[src/rtl/core/pps_pkg.sv]
// shared types, constants and helpers of the priority scheduler
package pps_pkg;

    localparam int          MAX_PROCS_DEF  = 16;
    localparam logic [4:0]  PROC_COUNT_RST = 5'd16;
    localparam logic [4:0]  FIN_MAX        = 5'd31;
    localparam logic [8:0]  NO_PRIO        = 9'd256;
    localparam logic [23:0] TICK_MAX       = 24'hFFFFFF;
    localparam logic [31:0] SUM_MAX        = 32'hFFFF_FFFF;

    localparam logic FUNC_LOAD = 1'b0;
    localparam logic FUNC_TICK = 1'b1;

    typedef enum logic [2:0] {
        ST_IDLE,
        ST_SCAN,
        ST_EXEC,
        ST_WAIT,
        ST_OUT
    } t_state;

    // token that travels down the cell row during a scan
    typedef struct packed {
        logic        cand_valid;
        logic [8:0]  best_prio;
        logic [4:0]  scan_left;
        logic [15:0] cand_arrival;
        logic [15:0] cand_burst;
        logic        cand_last;
        logic [15:0] cur_arrival;
        logic [15:0] cur_burst;
        logic        cur_last;
    } t_tok;

    // slot write broadcast to every cell
    typedef struct packed {
        logic        en;
        logic [15:0] arrival;
        logic [15:0] burst;
        logic [7:0]  prio;
    } t_load;

    function automatic logic [31:0] sat_add32(input logic [31:0] a, input logic [31:0] b);
        logic [32:0] s;
        s = {1'b0, a} + {1'b0, b};
        return s[32] ? SUM_MAX : s[31:0];
    endfunction

endpackage

[src/rtl/core/pps_cell.sv]
// one process slot of the scheduler row with its scan compare stage
module pps_cell #(
    parameter int IDX_W    = 4,
    parameter int CELL_IDX = 0
) (
    input  logic              i_clk,
    input  logic              i_rst_n,
    input  pps_pkg::t_tok     i_tok,
    input  logic [IDX_W-1:0]  i_cand_idx,
    output pps_pkg::t_tok     o_tok,
    output logic [IDX_W-1:0]  o_cand_idx,
    input  logic [23:0]       i_tick,
    input  logic [IDX_W-1:0]  i_cur_idx,
    input  pps_pkg::t_load    i_load,
    input  logic [IDX_W-1:0]  i_load_idx,
    input  logic              i_dec_en,
    input  logic [IDX_W-1:0]  i_dec_idx
);
    import pps_pkg::*;

    localparam logic [IDX_W-1:0] MY_IDX = IDX_W'(CELL_IDX);

    logic [15:0] r_arrival;
    logic [15:0] r_burst;
    logic [7:0]  r_prio;
    logic [15:0] r_rem;
    t_tok             r_tok;
    logic [IDX_W-1:0] r_cand_idx;

    t_tok n_tok;
    logic w_active;
    logic w_hit;
    logic w_last;

    always_comb begin
        w_active = (i_tok.scan_left != 5'd0);
        w_last   = (r_rem == 16'd1);
        w_hit    = w_active && (r_rem != 16'd0) && ({8'd0, r_arrival} <= i_tick)
                   && ({1'b0, r_prio} < i_tok.best_prio);
        n_tok = i_tok;
        if (w_active) begin
            n_tok.scan_left = i_tok.scan_left - 5'd1;
        end
        if (w_hit) begin
            n_tok.cand_valid   = 1'b1;
            n_tok.best_prio    = {1'b0, r_prio};
            n_tok.cand_arrival = r_arrival;
            n_tok.cand_burst   = r_burst;
            n_tok.cand_last    = w_last;
        end
        if (i_cur_idx == MY_IDX) begin
            n_tok.cur_arrival = r_arrival;
            n_tok.cur_burst   = r_burst;
            n_tok.cur_last    = w_last;
        end
    end

    // token moves on every cycle
    always_ff @(posedge i_clk) begin
        r_tok      <= n_tok;
        r_cand_idx <= w_hit ? MY_IDX : i_cand_idx;
    end

    always_ff @(posedge i_clk) begin
        if (i_load.en && (i_load_idx == MY_IDX)) begin
            r_arrival <= i_load.arrival;
            r_burst   <= i_load.burst;
            r_prio    <= i_load.prio;
        end
    end

    always_ff @(posedge i_clk) begin
        if (!i_rst_n) begin
            r_rem <= 16'd0;
        end else if (i_load.en && (i_load_idx == MY_IDX)) begin
            r_rem <= i_load.burst;
        end else if (i_dec_en && (i_dec_idx == MY_IDX)) begin
            r_rem <= r_rem - 16'd1;
        end
    end

    assign o_tok      = r_tok;
    assign o_cand_idx = r_cand_idx;

endmodule

[src/rtl/core/preemptive_priority_scheduler_unit.sv]
// top level of the preemptive priority scheduler: control, cell row and completion maths
// tick request: accepted in idle, then runs the scan, execute and wait states, result registered in the output state
// load request: written at acceptance, result registered in the output state
// one request in flight; next accepted the cycle after the result is registered,
// so the pace of tick requests is set by the token walk along the cell row
// synchronous active-low reset clears control, time, counts, totals and remaining bursts
module preemptive_priority_scheduler_unit #(
    parameter int MAX_PROCS = pps_pkg::MAX_PROCS_DEF
) (
    input  logic        i_clk,
    input  logic        i_rst_n,
    // request channel
    input  logic        i_valid,
    output logic        o_stall,
    input  logic        i_func,
    input  logic [3:0]  i_slot,
    input  logic [15:0] i_arrival,
    input  logic [15:0] i_burst,
    input  logic [7:0]  i_prio,
    // result channel
    output logic        o_valid,
    input  logic        i_stall,
    output logic        o_idle,
    output logic [3:0]  o_running_slot,
    output logic        o_finished,
    output logic [23:0] o_turnaround,
    output logic [23:0] o_waiting,
    output logic [31:0] o_total_turnaround,
    output logic [31:0] o_total_waiting,
    output logic        o_all_done,
    // process_count register
    input  logic        i_cfg_valid,
    output logic        o_cfg_ready,
    input  logic [4:0]  i_cfg_data
);
    import pps_pkg::*;

    localparam int IDX_W = (MAX_PROCS > 1) ? $clog2(MAX_PROCS) : 1;
    localparam logic [IDX_W-1:0] LAST_CELL = IDX_W'(MAX_PROCS - 1);

    // control state
    t_state r_state, n_state;
    logic [IDX_W-1:0] r_cnt;
    logic [4:0]  r_proc_count;
    logic        r_cur_valid;
    logic [IDX_W-1:0] r_cur_idx;
    logic [7:0]  r_cur_prio;
    logic [23:0] r_tick;
    logic [4:0]  r_fin_cnt;
    logic [31:0] r_sum_tat;
    logic [31:0] r_sum_wt;
    logic        r_o_valid;

    // per-request working registers
    logic        r_ran;
    logic        r_fin;
    logic [IDX_W-1:0] r_run_idx;
    logic [23:0] r_tat;
    logic [23:0] r_wt;
    logic [15:0] r_wburst;

    // result register
    logic        r_o_idle;
    logic [3:0]  r_o_slot;
    logic        r_o_fin;
    logic [23:0] r_o_tat;
    logic [23:0] r_o_wt;
    logic        r_o_all_done;

    // cell row
    t_tok             w_head;
    t_tok             w_tok [MAX_PROCS+1];
    logic [IDX_W-1:0] w_idx [MAX_PROCS+1];
    t_load            w_load;
    logic [IDX_W-1:0] w_load_idx;

    // control strobes
    logic w_accept;
    logic w_slot_ok;
    logic w_out_load;
    logic w_scan_end;
    logic w_dec_en;

    // winner of the scan
    t_tok             w_tail;
    logic             w_run;
    logic [IDX_W-1:0] w_win_idx;
    logic [15:0]      w_win_arr;
    logic [15:0]      w_win_burst;
    logic             w_win_last;
    logic [24:0]      w_done;
    logic [24:0]      w_tat_raw;
    logic [23:0]      w_tat;
    logic [4:0]       w_fin_cnt_nx;

    // ---------------------------------------------------------------- next state
    always_comb begin
        n_state = r_state;
        case (r_state)
            ST_IDLE: begin
                if (i_valid) begin
                    n_state = (i_func == FUNC_TICK) ? ST_SCAN : ST_OUT;
                end
            end
            ST_SCAN: begin
                if (r_cnt == LAST_CELL) begin
                    n_state = ST_EXEC;
                end
            end
            ST_EXEC: n_state = ST_WAIT;
            ST_WAIT: n_state = ST_OUT;
            ST_OUT: begin
                if (!r_o_valid || !i_stall) begin
                    n_state = ST_IDLE;
                end
            end
            default: n_state = ST_IDLE;
        endcase
    end

    // ---------------------------------------------------------------- strobes
    always_comb begin
        o_stall    = 1'b1;
        w_accept   = 1'b0;
        w_scan_end = 1'b0;
        w_dec_en   = 1'b0;
        w_out_load = 1'b0;
        case (r_state)
            ST_IDLE: begin
                o_stall  = 1'b0;
                w_accept = i_valid;
            end
            ST_SCAN: w_scan_end = (r_cnt == LAST_CELL);
            ST_EXEC: w_dec_en   = w_run;
            ST_WAIT: w_dec_en   = 1'b0;
            ST_OUT:  w_out_load = !r_o_valid || !i_stall;
            default: o_stall    = 1'b1;
        endcase
    end

    // loads past the row are dropped
    assign w_slot_ok  = ({28'd0, i_slot} < 32'(MAX_PROCS));
    assign w_load_idx = IDX_W'(i_slot);

    always_comb begin
        w_load.en      = w_accept && (i_func == FUNC_LOAD) && w_slot_ok;
        w_load.arrival = i_arrival;
        w_load.burst   = i_burst;
        w_load.prio    = i_prio;
    end

    // ---------------------------------------------------------------- cell row
    // head token: the running slot's priority is the bar to beat
    always_comb begin
        w_head           = '0;
        w_head.best_prio = r_cur_valid ? {1'b0, r_cur_prio} : NO_PRIO;
        w_head.scan_left = r_proc_count;
    end

    assign w_tok[0] = w_head;
    assign w_idx[0] = '0;

    for (genvar k = 0; k < MAX_PROCS; k++) begin : g_cell
        pps_cell #(
            .IDX_W    (IDX_W),
            .CELL_IDX (k)
        ) u_cell (
            .i_clk      (i_clk),
            .i_rst_n    (i_rst_n),
            .i_tok      (w_tok[k]),
            .i_cand_idx (w_idx[k]),
            .o_tok      (w_tok[k+1]),
            .o_cand_idx (w_idx[k+1]),
            .i_tick     (r_tick),
            .i_cur_idx  (r_cur_idx),
            .i_load     (w_load),
            .i_load_idx (w_load_idx),
            .i_dec_en   (w_dec_en),
            .i_dec_idx  (w_win_idx)
        );
    end

    // ---------------------------------------------------------------- winner pick
    // the tail token is held steady from the end of the scan until the decrement
    assign w_tail = w_tok[MAX_PROCS];

    always_comb begin
        w_run = w_tail.cand_valid || r_cur_valid;
        if (w_tail.cand_valid) begin
            w_win_idx   = w_idx[MAX_PROCS];
            w_win_arr   = w_tail.cand_arrival;
            w_win_burst = w_tail.cand_burst;
            w_win_last  = w_tail.cand_last;
        end else begin
            w_win_idx   = r_cur_idx;
            w_win_arr   = w_tail.cur_arrival;
            w_win_burst = w_tail.cur_burst;
            w_win_last  = w_tail.cur_last;
        end
        // turnaround = completion tick + 1 - arrival, clamped both ways
        w_done    = {1'b0, r_tick} + 25'd1;
        w_tat_raw = (w_done > {9'd0, w_win_arr}) ? (w_done - {9'd0, w_win_arr}) : 25'd0;
        w_tat     = (w_tat_raw > {1'b0, TICK_MAX}) ? TICK_MAX : w_tat_raw[23:0];
        w_fin_cnt_nx = (r_fin && (r_fin_cnt < FIN_MAX)) ? (r_fin_cnt + 5'd1) : r_fin_cnt;
    end

    // ---------------------------------------------------------------- control registers
    always_ff @(posedge i_clk) begin
        if (!i_rst_n) begin
            r_state      <= ST_IDLE;
            r_cnt        <= '0;
            r_proc_count <= PROC_COUNT_RST;
            r_cur_valid  <= 1'b0;
            r_cur_idx    <= '0;
            r_cur_prio   <= 8'd0;
            r_tick       <= 24'd0;
            r_fin_cnt    <= 5'd0;
            r_sum_tat    <= 32'd0;
            r_sum_wt     <= 32'd0;
            r_o_valid    <= 1'b0;
        end else begin
            r_state <= n_state;

            if (i_cfg_valid) begin
                r_proc_count <= i_cfg_data;
            end

            if (w_accept) begin
                r_cnt <= '0;
            end else if (r_state == ST_SCAN) begin
                r_cnt <= r_cnt + 1'b1;
            end

            // reloading the running slot drops it
            if (w_load.en && r_cur_valid && (r_cur_idx == w_load_idx)) begin
                r_cur_valid <= 1'b0;
            end

            if (r_state == ST_EXEC) begin
                r_cur_valid <= w_run && !w_win_last;
                if (w_tail.cand_valid) begin
                    r_cur_idx  <= w_idx[MAX_PROCS];
                    r_cur_prio <= w_tail.best_prio[7:0];
                end
                if (r_tick != TICK_MAX) begin
                    r_tick <= r_tick + 24'd1;
                end
            end

            if (w_out_load) begin
                r_sum_tat <= sat_add32(r_sum_tat, {8'd0, r_tat});
                r_sum_wt  <= sat_add32(r_sum_wt, {8'd0, r_wt});
                r_fin_cnt <= w_fin_cnt_nx;
                r_o_valid <= 1'b1;
            end else if (r_o_valid && !i_stall) begin
                r_o_valid <= 1'b0;
            end
        end
    end

    // ---------------------------------------------------------------- working registers
    always_ff @(posedge i_clk) begin
        if (w_accept) begin
            r_ran <= 1'b0;
            r_fin <= 1'b0;
            r_tat <= 24'd0;
            r_wt  <= 24'd0;
        end
        if (r_state == ST_EXEC) begin
            r_ran     <= w_run;
            r_fin     <= w_run && w_win_last;
            r_run_idx <= w_win_idx;
            r_tat     <= (w_run && w_win_last) ? w_tat : 24'd0;
            r_wburst  <= w_win_burst;
        end
        if (r_state == ST_WAIT) begin
            // waiting time clamps at zero, only a completion carries one
            r_wt <= (r_fin && (r_tat > {8'd0, r_wburst})) ? (r_tat - {8'd0, r_wburst}) : 24'd0;
        end
        if (w_out_load) begin
            r_o_idle     <= !r_ran;
            r_o_slot     <= r_ran ? 4'(r_run_idx) : 4'd0;
            r_o_fin      <= r_fin;
            r_o_tat      <= r_tat;
            r_o_wt       <= r_wt;
            r_o_all_done <= (w_fin_cnt_nx >= r_proc_count);
        end
    end

    // register always takes a write; the user must keep writes between requests, the block does not enforce it
    assign o_cfg_ready = 1'b1;

    assign o_valid            = r_o_valid;
    assign o_idle             = r_o_idle;
    assign o_running_slot     = r_o_slot;
    assign o_finished         = r_o_fin;
    assign o_turnaround       = r_o_tat;
    assign o_waiting          = r_o_wt;
    assign o_total_turnaround = r_sum_tat;
    assign o_total_waiting    = r_sum_wt;
    assign o_all_done         = r_o_all_done;

endmodule

[config.mk]
export PLATFORM = sky130hd
export DESIGN_NAME = preemptive_priority_scheduler_unit
export DESIGN_NICKNAME = d
export VERILOG_FILES = /design/src/rtl/core/pps_pkg.sv /design/src/rtl/core/pps_cell.sv /design/src/rtl/core/preemptive_priority_scheduler_unit.sv
export SDC_FILE = /design/constraint.sdc
export NUM_CORES = 2
export LEC_CHECK = 0
export ABC_AREA = 1
export BUFFER_PORTS_ARGS = -buffer_cell sky130_fd_sc_hd__buf_2
export CAP_MARGIN = 20
export CELL_PAD_IN_SITES_DETAIL_PLACEMENT = 0
export CELL_PAD_IN_SITES_GLOBAL_PLACEMENT = 2
export CORE_MARGIN = 3
export CORE_UTILIZATION = 43
export CTS_CLUSTER_SIZE = 20
export DETAILED_ROUTE_END_ITERATION = 8
export GPL_TIMING_DRIVEN = 0
export PLACE_DENSITY = 0.81
export SLEW_MARGIN = 20
export SYNTH_ARGS = -nofsm -noshare
export SYNTH_HDL_FRONTEND = slang
export SYNTH_HIERARCHICAL = 1
export SYNTH_SLANG_ARGS = --single-unit
[constraint.sdc]
create_clock -name i_clk -period 10.8 [get_ports i_clk]
set_input_delay 0.54 -clock i_clk [delete_from_list [all_inputs] [get_ports i_clk]]
set_output_delay 0.54 -clock i_clk [all_outputs]
set_load 0.01 [all_outputs]
Word-level counts from Yosys, hierarchy flattened
Cells that the tools add are included.

word-level totals
  bits in latches = 0
  flip-flop bits (word level) = 2,479
  word-level logic and storage cells = 687
  memory bits (writable) = 0
  input port bits = 55
  memories kept = 0
  bits in read-only memories = 0

operators by class
  reductions and logical operators = 154
  divide/modulo/power cells = 0
  add/subtract/negate cells = 39
  bitwise operators = 2
  equal/unequal tests = 71
  magnitude comparators = 37
  shift operators = 0
  mux-type cells = 124
  multipliers = 0

operators by type and width
  cell                                                             count
  two-way mux 33 bit                                               30
  two-way mux 16 bit                                               34
  less-or-equal comparator 16 x 24 -> 1 bit                        16
  == test 16 x 1 -> 1 bit, second input constant                   16
  nonzero test 16 bit                                              16
  subtractor 16 x 1 -> 16 bit, second input constant               16
  < comparator 8 x 9 -> 1 bit                                      16
  two-way mux 24 bit                                               6
  two-way mux 8 bit                                                15
  == test 4 bit, second input constant                             25
  logical AND 1 bit                                                88
  two-way mux 5 bit                                                16
  nonzero test 5 bit                                               16
  subtractor 5 x 1 -> 5 bit, second input constant                 15
  adder 32 x 24 -> 33 bit                                          2
  two-way mux 32 bit                                               2
  == test 4 x 3 -> 1 bit, second input constant                    12
  nonzero test 2 bit                                               20
  adder 24 x 1 -> 25 bit, second input constant                    1
  greater-than comparator 25 x 16 -> 1 bit                         1
  greater-than comparator 25 x 24 -> 1 bit, second input constant  1
  two-way mux 25 bit                                               1
  subtractor 25 x 16 -> 25 bit                                     1
  adder 24 x 1 -> 24 bit, second input constant                    1
  28 further kinds                                                 60

Logic depth before layout (Yosys ltp)
  depth in word-level cells = 7
  depth in mapped cells = 21

Hierarchy
The synthesis kept the hierarchy.

modules (own cells, without submodules)
  module                              instances  cells each  sequential area each (µm²)  area an instance (µm²)
  pps_cell (g_cell[10].u_cell ...)    4          628         3,223.1                     5,850.6
  preemptive_priority_scheduler_unit  1          1,855       6,135.9                     14,801.7
  pps_cell (g_cell[11].u_cell ...)    2          625         3,223.1                     5,858.1
  pps_cell (g_cell[1].u_cell ...)     2          620         3,223.1                     5,850.6
  pps_cell (g_cell[13].u_cell ...)    2          626         3,223.1                     5,843.1
  pps_cell (g_cell[4].u_cell ...)     2          624         3,223.1                     5,824.3
  pps_cell (g_cell[3].u_cell)         1          624         3,223.1                     5,845.6
  pps_cell (g_cell[0].u_cell)         1          629         3,223.1                     5,835.6
  pps_cell (g_cell[12].u_cell)        1          625         3,223.1                     5,826.8
  pps_cell (g_cell[15].u_cell)        1          689         3,223.1                     5,823.1

Least setup slack after synthesis
OpenSTA, ideal clock, no wires.

  path type = reg-to-reg
  from = register r_state[2]
  to = register g_cell[15].u_cell.r_arrival[0], enable pin
  buffers on the path = 1
  arrival = 3,180 ps
  required time = 10,380 ps
  stages on the path, launching flop included = 9
  library setup time = 420 ps
  slack = 7,200 ps
  clock period less this slack = 3,600 ps
  cell sequence = dfxtp_1 nor2_1 inv_1 nor2_1 nand2_1 nor2_1 nand3_1 nor2_2 clkbuf_1

RTL lines
  element                 line                                       source
  from (decl)             preemptive_priority_scheduler_unit.sv:42   t_state r_state, n_state;
  from (signal assigned)  preemptive_priority_scheduler_unit.sv:222  r_state <= n_state;
  to (signal assigned)    pps_cell.sv:66                             r_arrival <= i_load.arrival;
  to (decl)               pps_cell.sv:23                             logic [15:0] r_arrival;

Worst setup path in the final report
  from = register g_cell[15].u_cell.r_tok, in the netlist g_cell[15].u_cell/o_tok[80]
  to = register r_tat[13], data pin

on the way
  longest elaborated chain between the ends = 7
  elaborated cells on any way between the ends = 11
  those cells by class = add/sub: 1; order compare: 2; mux: 6; reduce/logical: 2

RTL lines
  element                                                                                   line                                       source
  from (decl)                                                                               pps_cell.sv:27                             t_tok r_tok;
  from (signal assigned)                                                                    pps_cell.sv:60                             r_tok <= n_tok;
  two-way mux 16 bit                                                                        preemptive_priority_scheduler_unit.sv:189  if (w_tail.cand_valid) begin
  subtractor 25 x 16 -> 25 bit or greater-than comparator 25 x 16 -> 1 bit (tied branches)  preemptive_priority_scheduler_unit.sv:202  w_tat_raw = (w_done > {9'd0, w_win_arr}) ? (w_done - {9'd0, w_win_arr}) : 25'd0;
  two-way mux 25 bit                                                                        preemptive_priority_scheduler_unit.sv:202
  greater-than comparator 25 x 24 -> 1 bit                                                  preemptive_priority_scheduler_unit.sv:203  w_tat = (w_tat_raw > {1'b0, TICK_MAX}) ? TICK_MAX : w_tat_raw[23:0];
  two-way mux 24 bit                                                                        preemptive_priority_scheduler_unit.sv:203
  two-way mux 24 bit (*)                                                                    preemptive_priority_scheduler_unit.sv:273  r_tat <= (w_run && w_win_last) ? w_tat : 24'd0;
  two-way mux 24 bit (*)                                                                    preemptive_priority_scheduler_unit.sv:269  if (r_state == ST_EXEC) begin
  to (signal assigned)                                                                      preemptive_priority_scheduler_unit.sv:273
  to (decl)                                                                                 preemptive_priority_scheduler_unit.sv:58   logic [23:0] r_tat;

Mark *: on every way between the ends. The rest lies on a longest branch, timed or not.
A chain may end at the register's enable or synchronous reset.

==> metrics.md <==
| Metric | Value |
|---|---|
| DRC errors left | 0 |
| Netlist Area Pre-Place | between 0.1 and 0.15 mm² |
| Clk Latency, worst-skew pair | a little over 0.9 ns |
| Final Hold Fails | 0 |
| Setup Viol. Count Final | 0 |
| CP Capture Type | register |
| Drt via density | roughly 5.2 |
| Crit path required time | 11.40 ns |
| Hold Path Class | in2reg |
| First-pass GRT wire length | between 400000 and 500000 µm |
| Initial antenna violation count | 18 |
| Maximum VDD drop | 0.200 mV |
| Clock Pin Slew Worst Setup and Hold Paths | around 0.06 ns |
| Unrepaired setup endpoints after global routing | false |
| CTS root buf | clkbuf_16 |
| Gates resized, CTS repair | 0 |
| Syn Inst Count | 11902 |
| Initial Utilization | 43.4% |
| Pleak | approximately 55 nW |
| Cts bufs inserted | 292 |
| Final worst slack | 5.16 ns |
| Pre-CTS setup slack | 5.25 ns |
| Clock Skew | between 0.04 and 0.05 ns |
| CTS tree | done |
| Status | complete, no violations |
| Post-synthesis area per instance | 9.08 µm² |
| Nets | between 10000 and 15000 |
| Final Max Tran Viols | 0 |
| Placement Cell Area | 0.114 mm² |
| Vias in the first global route | between 80000 and 90000 |
| Rel. slew slack | around a fifth |
| Slowest cell on crit path | buf_1 |
| Setup TNS | 0 ns |
| Area grow syn2layout | 14.4% |
| CP most frequent cell | nand2_1 |
| TritonRoute pass-1 iters | 8 |
| Yosys synthesis warning count | 6 |
| GPL Wtd Cong | slightly below 0.9 |
| CP Class | reg2reg |
| Worst Max-Slew Pin Slew | approximately 1.2 ns |
| Minimum clock period | between 5 and 6 ns |
| CP Buf/Inv Count | 5 |
| DR WL/cell | ~20 µm |
| Largest net degree at the start of global routing | 50 |
| # rows | approximately 180 |
| DRT antenna net count | 0 |
| CP max stage delay | between 0.8 and 0.9 ns |
| Crit start category | register |
| Pwr Density | approximately 280 mW/mm² |
| DIE AREA | 0.257 mm² |
| Critical path's top delay family | buffers and inverters |
| Tot GR Track Use | ~25% |
| Die width | around 510 µm |
| H-tree Lvls | 5 |
| Final WL | 325000 µm |
| Layout cells sized above 1 | 12.3% |
| GR Overflow Total | 0 |
| Period Utilization, post-route | approximately 52% |
| F_max | 177 MHz |
| Io pins | ~180 |
| Total number of vias | around 83000 |
| Final instance area | between 0.1 and 0.15 mm² |
| Arr. time, crit path | between 6 and 7 ns |
| Clk sink count | 2494 |
| CTS max path bufs | 4 |
| Max-cap check violation count | 0 |
| DRT iter0 DRCs | between 6000 and 7000 |
| Detail Placement HPWL | roughly 240000 µm |
| Chip Height | ~500 µm |
| Crit path max fanout | 10 |
| Placeable Area | between 0.2 and 0.25 mm² |
| Port Buffers | approximately 180 |
| Crit path cell chain | clkbuf_1 -> clkbuf_1 -> buf_1 -> mux2i_1 -> ha_1 -> nand2_1 -> inv_1 -> a21oi_1 -> nand3_1 -> nand2_1 -> nand3b_1 -> nand3_1 -> nand2_1 -> nand3_2 -> a21oi_4 -> buf_6 -> a211oi_2 |
[flip-flops by register name (all words and copies together) (netlist names), 16 cells and up]
signal and flops:
r_wt 24, o_total_waiting 32, g_cell.u_cell/o_cand_idx 64, g_cell.u_cell/o_tok 1290, g_cell.u_cell/r_prio 128, o_total_turnaround 32
g_cell.u_cell/r_burst 256, r_tat 24, o_waiting 24, r_tick 24, r_wburst 16, g_cell.u_cell/r_rem 256
o_turnaround 24, g_cell.u_cell/r_arrival 256
[cell usage in the layout, fill, tap and decap left out, types with 16 or more instances in the layout]
cell and instances:
a21o_1 25, o21ai_0 307, nand3b_1 58, buf_4 93
nor4_1 16, inv_2 18, o21a_1 40, nand4_1 110
clkbuf_8 41, mux2_2 480, nand2_2 20, conb_1 72
a21oi_4 18, ha_1 517, bufinv_16 18, clkbuf_16 298
or2_2 18, buf_2 289, inv_1 1287, a21oi_1 493
o211ai_1 98, nor3_1 83, clkinv_1 25, dfxtp_1 1721
nand2_4 21, o21bai_1 69, buf_6 61, nand2_1 2995
nor2_1 917, xnor2_1 48, a31oi_1 111, xor2_1 98
clkbuf_1 156, clkinv_2 46, nand3_1 1017, edfxtp_1 765
[cell type report]
cell class              count  area, µm²
multi-input cells        7804      43700
diodes                      9       22.5
fillers                 23583     126000
plain buffers             365       2280
clock buffers             404       8270
clock inverters           112       1090
repair buffers            215       1630
flip-flops and latches   2494      57600
well taps                3330       4170
inverters                1309       4910
[where the power goes]
group / internal, mW / switching (mW) / total (mW) / leakage (nW)
logic: 3.82 / 7.11 / 10.9 / 29.4
clock network: 5.78 / 3.86 / 9.64 / 4.60
registers: 12.7 / 1.29 / 14.0 / 21.4
[layer usage]
metal / vias to the layer above / track usage (%) / wire [µm]
li1: 40475 / - / -
met3: 539 / 2.84 / 14600
met5: - / 0 / 42
met1: 39981 / 34.5 / 152000
met2: 1887 / 40.6 / 150000
met4: 8 / 6.39 / 8360
[final timing paths]
kind	start	to	slack, ns	cells after the start
hold / removal	i_burst[15]	g_cell[15].u_cell/r_burst[15]$_DFFE_PP_	0.07	1
hold reg to reg	g_cell[0].u_cell/o_cand_idx[1]$_SDFF_PP0_	g_cell[1].u_cell/o_cand_idx[1]$_SDFF_PP0_	0.40	2
setup / recovery	g_cell[15].u_cell/o_tok[80]$_SDFF_PP1_	r_tat[13]$_SDFFCE_PN0P_	5.16	17
setup reg to reg	g_cell[15].u_cell/o_tok[80]$_SDFF_PP1_	r_tat[13]$_SDFFCE_PN0P_	5.16	17
[stage by stage]
stage	std cells	hold slack [ns]	power, mW	util, %
global route	16036	0.0204	36.7	49.6
global placement	15477	0.399	24.9	45.5
finish	16042	0.0682	34.5	49.6
CTS	16033	0.00486	34.8	49.6
floorplan	11972	0.387	21.0	-
detailed placement	15505	0.396	25.1	45.8
[timing repair]
item,in CTS,in global routing
buffers inserted,0,0
hold buffers,12,0
endpoints found under the hold margin,7,0
(Power assumes the default switching activity.)
